$ cat src/rtl/lmsm4_pkg.sv
// ----------------------------------------------------------------------------
// lmsm4_pkg
// Shared types, constants and functions of the 256-bit Lai-Massey SM4 cipher.
// ----------------------------------------------------------------------------
package lmsm4_pkg;

    // Item kinds carried in tuser.
    localparam logic [1:0] KIND_LOAD = 2'd0;
    localparam logic [1:0] KIND_ENC  = 2'd1;
    localparam logic [1:0] KIND_DEC  = 2'd2;

    // Cipher geometry.
    localparam int NUM_ROUND_KEYS_DEF = 32;
    localparam int NUM_STAGES         = 8;
    localparam int STEP_W             = $clog2(NUM_STAGES);
    localparam int KEY_LANES          = 4;
    localparam int LANE_W             = $clog2(KEY_LANES);
    localparam int WORD_W             = 32;
    localparam int SLOT_W             = 5;

    // Input tdata layout, lowest bit first.
    localparam int SLOT_LSB     = 0;
    localparam int KEY_LSB      = SLOT_LSB + SLOT_W;
    localparam int LEFT_HI_LSB  = KEY_LSB + WORD_W;
    localparam int LEFT_LO_LSB  = LEFT_HI_LSB + 64;
    localparam int RIGHT_HI_LSB = LEFT_LO_LSB + 64;
    localparam int RIGHT_LO_LSB = RIGHT_HI_LSB + 64;
    localparam int IN_BITS      = RIGHT_LO_LSB + 64;
    localparam int IN_DATA_W    = ((IN_BITS + 7) / 8) * 8;
    localparam int OUT_DATA_W   = 256;

    // Commands from the controller to the datapath.
    typedef struct packed {
        logic key_we;        // write a round key word
        logic key_re;        // fetch the next key group
        logic start;         // capture a new block into the work registers
        logic step_en;       // run one Lai-Massey stage
        logic last;          // this stage is the final one (no rotation)
        logic dec;           // current item is a decryption
        logic out_load;      // load the output register
        logic out_from_stage; // output comes from the stage result, not the work registers
    } t_cmd;

    localparam logic [7:0] SBOX [256] = '{
        8'hD6, 8'h90, 8'hE9, 8'hFE, 8'hCC, 8'hE1, 8'h3D, 8'hB7, 8'h16, 8'hB6, 8'h14, 8'hC2,
        8'h28, 8'hFB, 8'h2C, 8'h05, 8'h2B, 8'h67, 8'h9A, 8'h76, 8'h2A, 8'hBE, 8'h04, 8'hC3,
        8'hAA, 8'h44, 8'h13, 8'h26, 8'h49, 8'h86, 8'h06, 8'h99, 8'h9C, 8'h42, 8'h50, 8'hF4,
        8'h91, 8'hEF, 8'h98, 8'h7A, 8'h33, 8'h54, 8'h0B, 8'h43, 8'hED, 8'hCF, 8'hAC, 8'h62,
        8'hE4, 8'hB3, 8'h1C, 8'hA9, 8'hC9, 8'h08, 8'hE8, 8'h95, 8'h80, 8'hDF, 8'h94, 8'hFA,
        8'h75, 8'h8F, 8'h3F, 8'hA6, 8'h47, 8'h07, 8'hA7, 8'hFC, 8'hF3, 8'h73, 8'h17, 8'hBA,
        8'h83, 8'h59, 8'h3C, 8'h19, 8'hE6, 8'h85, 8'h4F, 8'hA8, 8'h68, 8'h6B, 8'h81, 8'hB2,
        8'h71, 8'h64, 8'hDA, 8'h8B, 8'hF8, 8'hEB, 8'h0F, 8'h4B, 8'h70, 8'h56, 8'h9D, 8'h35,
        8'h1E, 8'h24, 8'h0E, 8'h5E, 8'h63, 8'h58, 8'hD1, 8'hA2, 8'h25, 8'h22, 8'h7C, 8'h3B,
        8'h01, 8'h21, 8'h78, 8'h87, 8'hD4, 8'h00, 8'h46, 8'h57, 8'h9F, 8'hD3, 8'h27, 8'h52,
        8'h4C, 8'h36, 8'h02, 8'hE7, 8'hA0, 8'hC4, 8'hC8, 8'h9E, 8'hEA, 8'hBF, 8'h8A, 8'hD2,
        8'h40, 8'hC7, 8'h38, 8'hB5, 8'hA3, 8'hF7, 8'hF2, 8'hCE, 8'hF9, 8'h61, 8'h15, 8'hA1,
        8'hE0, 8'hAE, 8'h5D, 8'hA4, 8'h9B, 8'h34, 8'h1A, 8'h55, 8'hAD, 8'h93, 8'h32, 8'h30,
        8'hF5, 8'h8C, 8'hB1, 8'hE3, 8'h1D, 8'hF6, 8'hE2, 8'h2E, 8'h82, 8'h66, 8'hCA, 8'h60,
        8'hC0, 8'h29, 8'h23, 8'hAB, 8'h0D, 8'h53, 8'h4E, 8'h6F, 8'hD5, 8'hDB, 8'h37, 8'h45,
        8'hDE, 8'hFD, 8'h8E, 8'h2F, 8'h03, 8'hFF, 8'h6A, 8'h72, 8'h6D, 8'h6C, 8'h5B, 8'h51,
        8'h8D, 8'h1B, 8'hAF, 8'h92, 8'hBB, 8'hDD, 8'hBC, 8'h7F, 8'h11, 8'hD9, 8'h5C, 8'h41,
        8'h1F, 8'h10, 8'h5A, 8'hD8, 8'h0A, 8'hC1, 8'h31, 8'h88, 8'hA5, 8'hCD, 8'h7B, 8'hBD,
        8'h2D, 8'h74, 8'hD0, 8'h12, 8'hB8, 8'hE5, 8'hB4, 8'hB0, 8'h89, 8'h69, 8'h97, 8'h4A,
        8'h0C, 8'h96, 8'h77, 8'h7E, 8'h65, 8'hB9, 8'hF1, 8'h09, 8'hC5, 8'h6E, 8'hC6, 8'h84,
        8'h18, 8'hF0, 8'h7D, 8'hEC, 8'h3A, 8'hDC, 8'h4D, 8'h20, 8'h79, 8'hEE, 8'h5F, 8'h3E,
        8'hD7, 8'hCB, 8'h39, 8'h48
    };

    // Rotate a word left by a constant amount between 1 and 31.
    function automatic logic [31:0] rotl32(input logic [31:0] x, input int n);
        return (x << n) | (x >> (32 - n));
    endfunction

    // SM4 mixer: byte-wise S-box followed by the linear transform.
    function automatic logic [31:0] sm4_t(input logic [31:0] x);
        logic [31:0] b;
        b = {SBOX[x[31:24]], SBOX[x[23:16]], SBOX[x[15:8]], SBOX[x[7:0]]};
        return b ^ rotl32(b, 2) ^ rotl32(b, 10) ^ rotl32(b, 18) ^ rotl32(b, 24);
    endfunction

endpackage

$ cat src/rtl/lmsm4_ctrl.sv
// ----------------------------------------------------------------------------
// lmsm4_ctrl
// Controller: accepts items, sequences the eight cipher stages and hands the
// finished block to the output register.
// ----------------------------------------------------------------------------
module lmsm4_ctrl
    import lmsm4_pkg::*;
#(
    parameter int NUM_ROUND_KEYS = NUM_ROUND_KEYS_DEF,
    parameter int KGW            = $clog2(NUM_ROUND_KEYS / KEY_LANES)
) (
    input  logic           i_clk,
    input  logic           i_rst_n,
    input  logic           i_in_valid,
    input  logic [1:0]     i_kind,
    input  logic           i_out_free,
    output logic           o_in_ready,
    output t_cmd           o_cmd,
    output logic [KGW-1:0] o_key_grp
);

    localparam logic [1:0] ST_IDLE = 2'd0;
    localparam logic [1:0] ST_RUN  = 2'd1;
    localparam logic [1:0] ST_DONE = 2'd2;

    logic [1:0]        r_state, n_state;
    logic [STEP_W-1:0] r_step, n_step;
    logic              r_dec, n_dec;
    logic              w_accept;
    logic [STEP_W-1:0] w_next_stage;
    logic [STEP_W-1:0] w_grp;

    assign o_in_ready = (r_state == ST_IDLE);
    assign w_accept   = i_in_valid && o_in_ready;

    // Next state and command decode.
    always_comb begin
        n_state      = r_state;
        n_step       = r_step;
        n_dec        = r_dec;
        o_cmd        = '0;
        o_cmd.dec    = r_dec;
        w_next_stage = r_step + STEP_W'(1);
        unique case (r_state)
            ST_IDLE: begin
                w_next_stage = '0;
                o_cmd.dec    = (i_kind == KIND_DEC);
                if (w_accept) begin
                    unique case (i_kind) inside
                        KIND_LOAD: begin
                            o_cmd.key_we = 1'b1;
                        end
                        KIND_ENC, KIND_DEC: begin
                            o_cmd.start  = 1'b1;
                            o_cmd.key_re = 1'b1;
                            n_state      = ST_RUN;
                            n_step       = '0;
                            n_dec        = (i_kind == KIND_DEC);
                        end
                        default: begin
                        end
                    endcase
                end
            end
            ST_RUN: begin
                o_cmd.step_en = 1'b1;
                if (r_step == STEP_W'(NUM_STAGES - 1)) begin
                    o_cmd.last = 1'b1;
                    if (i_out_free) begin
                        o_cmd.out_load       = 1'b1;
                        o_cmd.out_from_stage = 1'b1;
                        n_state              = ST_IDLE;
                    end else begin
                        n_state = ST_DONE;
                    end
                end else begin
                    o_cmd.key_re = 1'b1;
                    n_step       = r_step + STEP_W'(1);
                end
            end
            ST_DONE: begin
                if (i_out_free) begin
                    o_cmd.out_load = 1'b1;
                    n_state        = ST_IDLE;
                end
            end
            default: begin
                n_state = ST_IDLE;
            end
        endcase
    end

    // Key group for the stage that follows; decryption walks groups backward.
    assign w_grp     = o_cmd.dec ? (STEP_W'(NUM_STAGES - 1) - w_next_stage) : w_next_stage;
    assign o_key_grp = KGW'(w_grp);

    // State registers.
    always_ff @(posedge i_clk) begin
        if (!i_rst_n) begin
            r_state <= ST_IDLE;
            r_step  <= '0;
            r_dec   <= 1'b0;
        end else begin
            r_state <= n_state;
            r_step  <= n_step;
            r_dec   <= n_dec;
        end
    end

endmodule

$ cat config.mk
export PLATFORM = sky130hd
export DESIGN_NAME = lmsm4_ctrl
export DESIGN_NICKNAME = d
export VERILOG_FILES = /design/src/rtl/lmsm4_pkg.sv /design/src/rtl/lmsm4_ctrl.sv
export SDC_FILE = /design/constraint.sdc
export NUM_CORES = 1
export LEC_CHECK = 0
export BUFFER_PORTS_ARGS = -buffer_cell sky130_fd_sc_hd__buf_2
export CAP_MARGIN = 10
export CORE_AREA = 2 2 39 41
export CTS_CLUSTER_DIAMETER = 60
export DETAILED_ROUTE_END_ITERATION = 10
export DIE_AREA = 0 0 41 43
export GPL_TIMING_DRIVEN = 0
export PLACE_DENSITY = 0.79
export SLEW_MARGIN = 20
export SYNTH_ARGS = -nofsm -noshare
export SYNTH_HDL_FRONTEND = slang
export SYNTH_SLANG_ARGS = --single-unit
$ cat constraint.sdc
create_clock -name i_clk -period 1.5 [get_ports i_clk]
set_clock_uncertainty 0.15 [all_clocks]
set_input_delay 0.375 -clock i_clk [delete_from_list [all_inputs] [get_ports i_clk]]
set_output_delay 0.375 -clock i_clk [all_outputs]
set_load 0.01 [all_outputs]
==> flow_metrics.py <==
metrics = {
    "cells_and_area": {
        "fill_cells": 99,
        "drive_gt1_frac": 0.611,
        "regArea_um2": 130,
        "fin_util": 0.689,
        "multiInputGateArea_um2": 494,
        "layoutNonFillerInstCount": 111,
        "area_delta_synth_final_pct": 82.3,
        "antenna_cells": 0,
        "nets": 111,
    },
    "status": {
        "outcome": "finished with violations",
        "violations": "setup timing",
    },
    "yosys": {
        "synth_xor_area_frac": 0.0502,
        "yosys.area_share.simple": 0.237,
        "synth_area_leaders": "dfxtp_1 23%, ha_1 19%, mux2i_1 9.6%",
        "syn_avg_cell_area_um2": 8.17,
        "postSynthCellCount": 64,
        "yosys-top-cells-count": "8 x ha_1, 8 x inv_1, 7 x nand2_1",
        "syn_nets": 78,
        "synth_top_area_cell": "dfxtp_1",
        "ys_seq_area_frac": 0.230,
        "ys_types": 21,
        "synth-adder-area-share": 0.191,
        "synth_compound_area_frac": 0.110,
        "synth_edf_count": 0,
        "synth_top_family_by_area": "simple AND/OR/NAND/NOR gates",
        "synthMuxAreaShare": 0.0957,
        "yosysWarnings": 0,
        "synthFlopType": "dfxtp_1",
        "netlist_area_um2": 523,
        "ys_seq_elements": 6,
        "synth_top_area_frac": 0.230,
        "async_flop_share": 0,
    },
    "route": {
        "ant_nets": 0,
        "routedWlPerCell_um": 13.1,
        "firstDrtPassIters": 4,
        "drc": 0,
        "vias": 557,
        "viasPerCell": 5.02,
        "drtIter0Drc": 7,
        "totalWireLength_um": 1460,
    },
    "run": {
        "drv_cap": 0,
    },
    "critical_path": {
        "cp_max_fo": 2,
        "start_kind": "register",
        "cp_common_cell": "ha_4",
        "ff2ff_path_depth": 7,
        "max_stage_delay_ps": 350,
        "crit_path_cell_trace": "ha_4 > ha_4 > xor2_1 > nor2_1 > nor2_2 > buf_2",
        "critical_path_arrival_ps": 1440,
        "worst_path_max_delay_cell": "dfxtp_4",
        "worstSetupPathType": "register to output pin",
        "worstPathRequired_ps": 970,
        "critPathCaptureType": "output pin",
    },
    "sta": {
        "slew_headroom": 0.752,
        "min_period_ps": 1970,
        "worst_slack_ps": -465,
        "fin_crit_sh": 1.31,
        "hold_viol": 0,
        "setup_viol": 16,
        "holdWs_ps": 328,
        "drv_slew": 0,
        "rsz0062_at_grt": "yes",
        "tightest_slew_ps": 372,
        "clock.fmax_mhz": 509,
    },
    "worst_hold_path": {
        "hold-path-cell-count": 4,
        "hold_class": "input port to register",
    },
    "placement": {
        "portBuffers": 16,
        "globalplace.congestion": 0.740,
        "dp_cells": 96,
        "place_hpwl_um": 854,
    },
    "clocking": {
        "cts_hold_buf": 0,
        "path_clk_slew_ps": 50,
        "numCtsBuffers": 3,
        "cts_tree": "done",
        "root_buffer": "clkbuf_4",
        "cts_buffer_depth": 2,
        "clock_sinks": 6,
        "htree_levels": 1,
        "clk_latency_ps": 260,
    },
    "grt": {
        "grt_overflow": 0,
        "antenna_found_initial": 0,
        "grt_pass1_vias": 554,
        "grt_max_degree": 10,
        "grt_use_total": 0.197,
        "grt_pass1_wl_um": 2280,
    },
    "floorplanning": {
        "start_util": 0.378,
        "fp.coreArea_um2": 1380,
        "fp.dieW_um": 41,
        "rows": 14,
        "die_y_um": 43,
        "die_area_um2": 1760,
        "ioPinCount": 18,
    },
    "power_and_ir_drop": {
        "vdd_ir_drop_max_mv": 0.776,
        "p_leak_uw": 0.000460,
        "power_density_nw_per_um2": 1350,
    },
}
layout by cell type, fill, tap and decap left out:
master	Yosys	final
nor2_1	6	4
dfxtp_1	6	2
or3_1	1	1
buf_4	0	8
a21boi_4	0	1
ha_1	8	3
nand3_1	3	3
inv_1	8	4
buf_1	1	1
nand2b_1	2	1
nand2_4	0	1
nand2b_4	0	1
o21ai_1	0	1
a31oi_1	1	1
inv_4	0	3
nor3_4	0	1
ha_4	0	5
nor2_2	0	2
clkbuf_4	0	3
and2_4	0	1
and3_4	0	3
nor2b_4	0	1
a221oi_4	0	1
mux2i_1	5	5
buf_6	1	12
inv_6	0	1
buf_2	0	9
nand2_1	7	6
dfxtp_4	0	2
o21ai_0	3	1
dfxtp_2	0	2
xor2_1	3	3
o211a_1	1	1
o21ai_2	0	1
power breakdown:
group | leakage, uW | internal, uW | switching [uW] | total (uW)
logic | 0.000396 | 506 | 404 | 910
registers | 0.0000511 | 191 | 31.9 | 223
clock network | 0.0000138 | 91.0 | 66.5 | 158
layout make-up:
| cell class | instances | share of cell area |
|---|---|---|
| clock buffers | 3 | 0.0236 |
| multi-input cells | 48 | 0.518 |
| flip-flops and latches | 6 | 0.136 |
| plain buffers | 2 | 0.0157 |
| repair buffers | 28 | 0.240 |
| well taps | 16 | 0.0210 |
| inverters | 8 | 0.0446 |
flip-flops by register name, indices dropped and copies added (netlist names):
register and count:
r_state 2, r_step 3, r_dec 1
metrics by stage:
| step | setup TNS, ps | instance area (um2) | power [uW] | setup slack (ps) |
|---|---|---|---|---|
| after detailed placement | -1420 | 704 | 762 | -242 |
| after global placement | -1270 | 704 | 750 | -234 |
| after CTS | -3860 | 891 | 1160 | -454 |
| after global routing | -4910 | 953 | 1380 | -510 |
| final | -4100 | 953 | 1290 | -465 |
| after floorplan | -218 | 604 | 627 | -96.0 |
kinds of logic after synthesis:
| kind of cell | Yosys count |
|---|---|
| AO/OA/AOI/OAI | 7 |
| buffers and inverters | 10 |
| XOR/XNOR | 3 |
| flip-flops | 6 |
| adder cells (fa/ha/maj) | 8 |
| multiplexers | 5 |
| AND/OR/NAND/NOR | 25 |
worst max-delay path, delay by kind of cell (launching register included):
kind / cells / cell delay [ps]
buffers and inverters: 1 / 130
xor gates and xnor gates: 1 / 130
adders and majority gates: 2 / 400
and+or+nand+nor: 2 / 170
DFF: 1 / 350
layer usage:
metal  track usage  part of all wire  vias to the layer above
li1              -                 -                      280
met1         0.216              0.40                      258
met2         0.328              0.53                       15
met3        0.0471             0.048                        4
met4         0.100             0.020                        0
met5             0                 0                        -
path summary, 6_finish.rpt:
path                                start                       to  slack (ps)
setup / recovery   r_step[0]$_SDFFE_PN0P_             o_key_grp[2]        -470
hold / removal                 i_out_free  r_state[1]$_SDFFE_PN0P_         330
setup reg to reg  r_state[0]$_SDFFE_PN0P_  r_state[0]$_SDFFE_PN0P_        -170
hold reg to reg    r_step[1]$_SDFFE_PN0P_   r_step[1]$_SDFFE_PN0P_         340
repair_timing:
| action | 4_1_cts | 5_1_grt |
|---|---|---|
| cloned | 1 | 0 |
| setup buffers | 7 | 4 |
| endpoints found under the setup margin | 16 | 18 |
| resized for setup | 24 | 7 |
| pin swaps | 7 | 8 |
(Power assumes the default switching activity.)
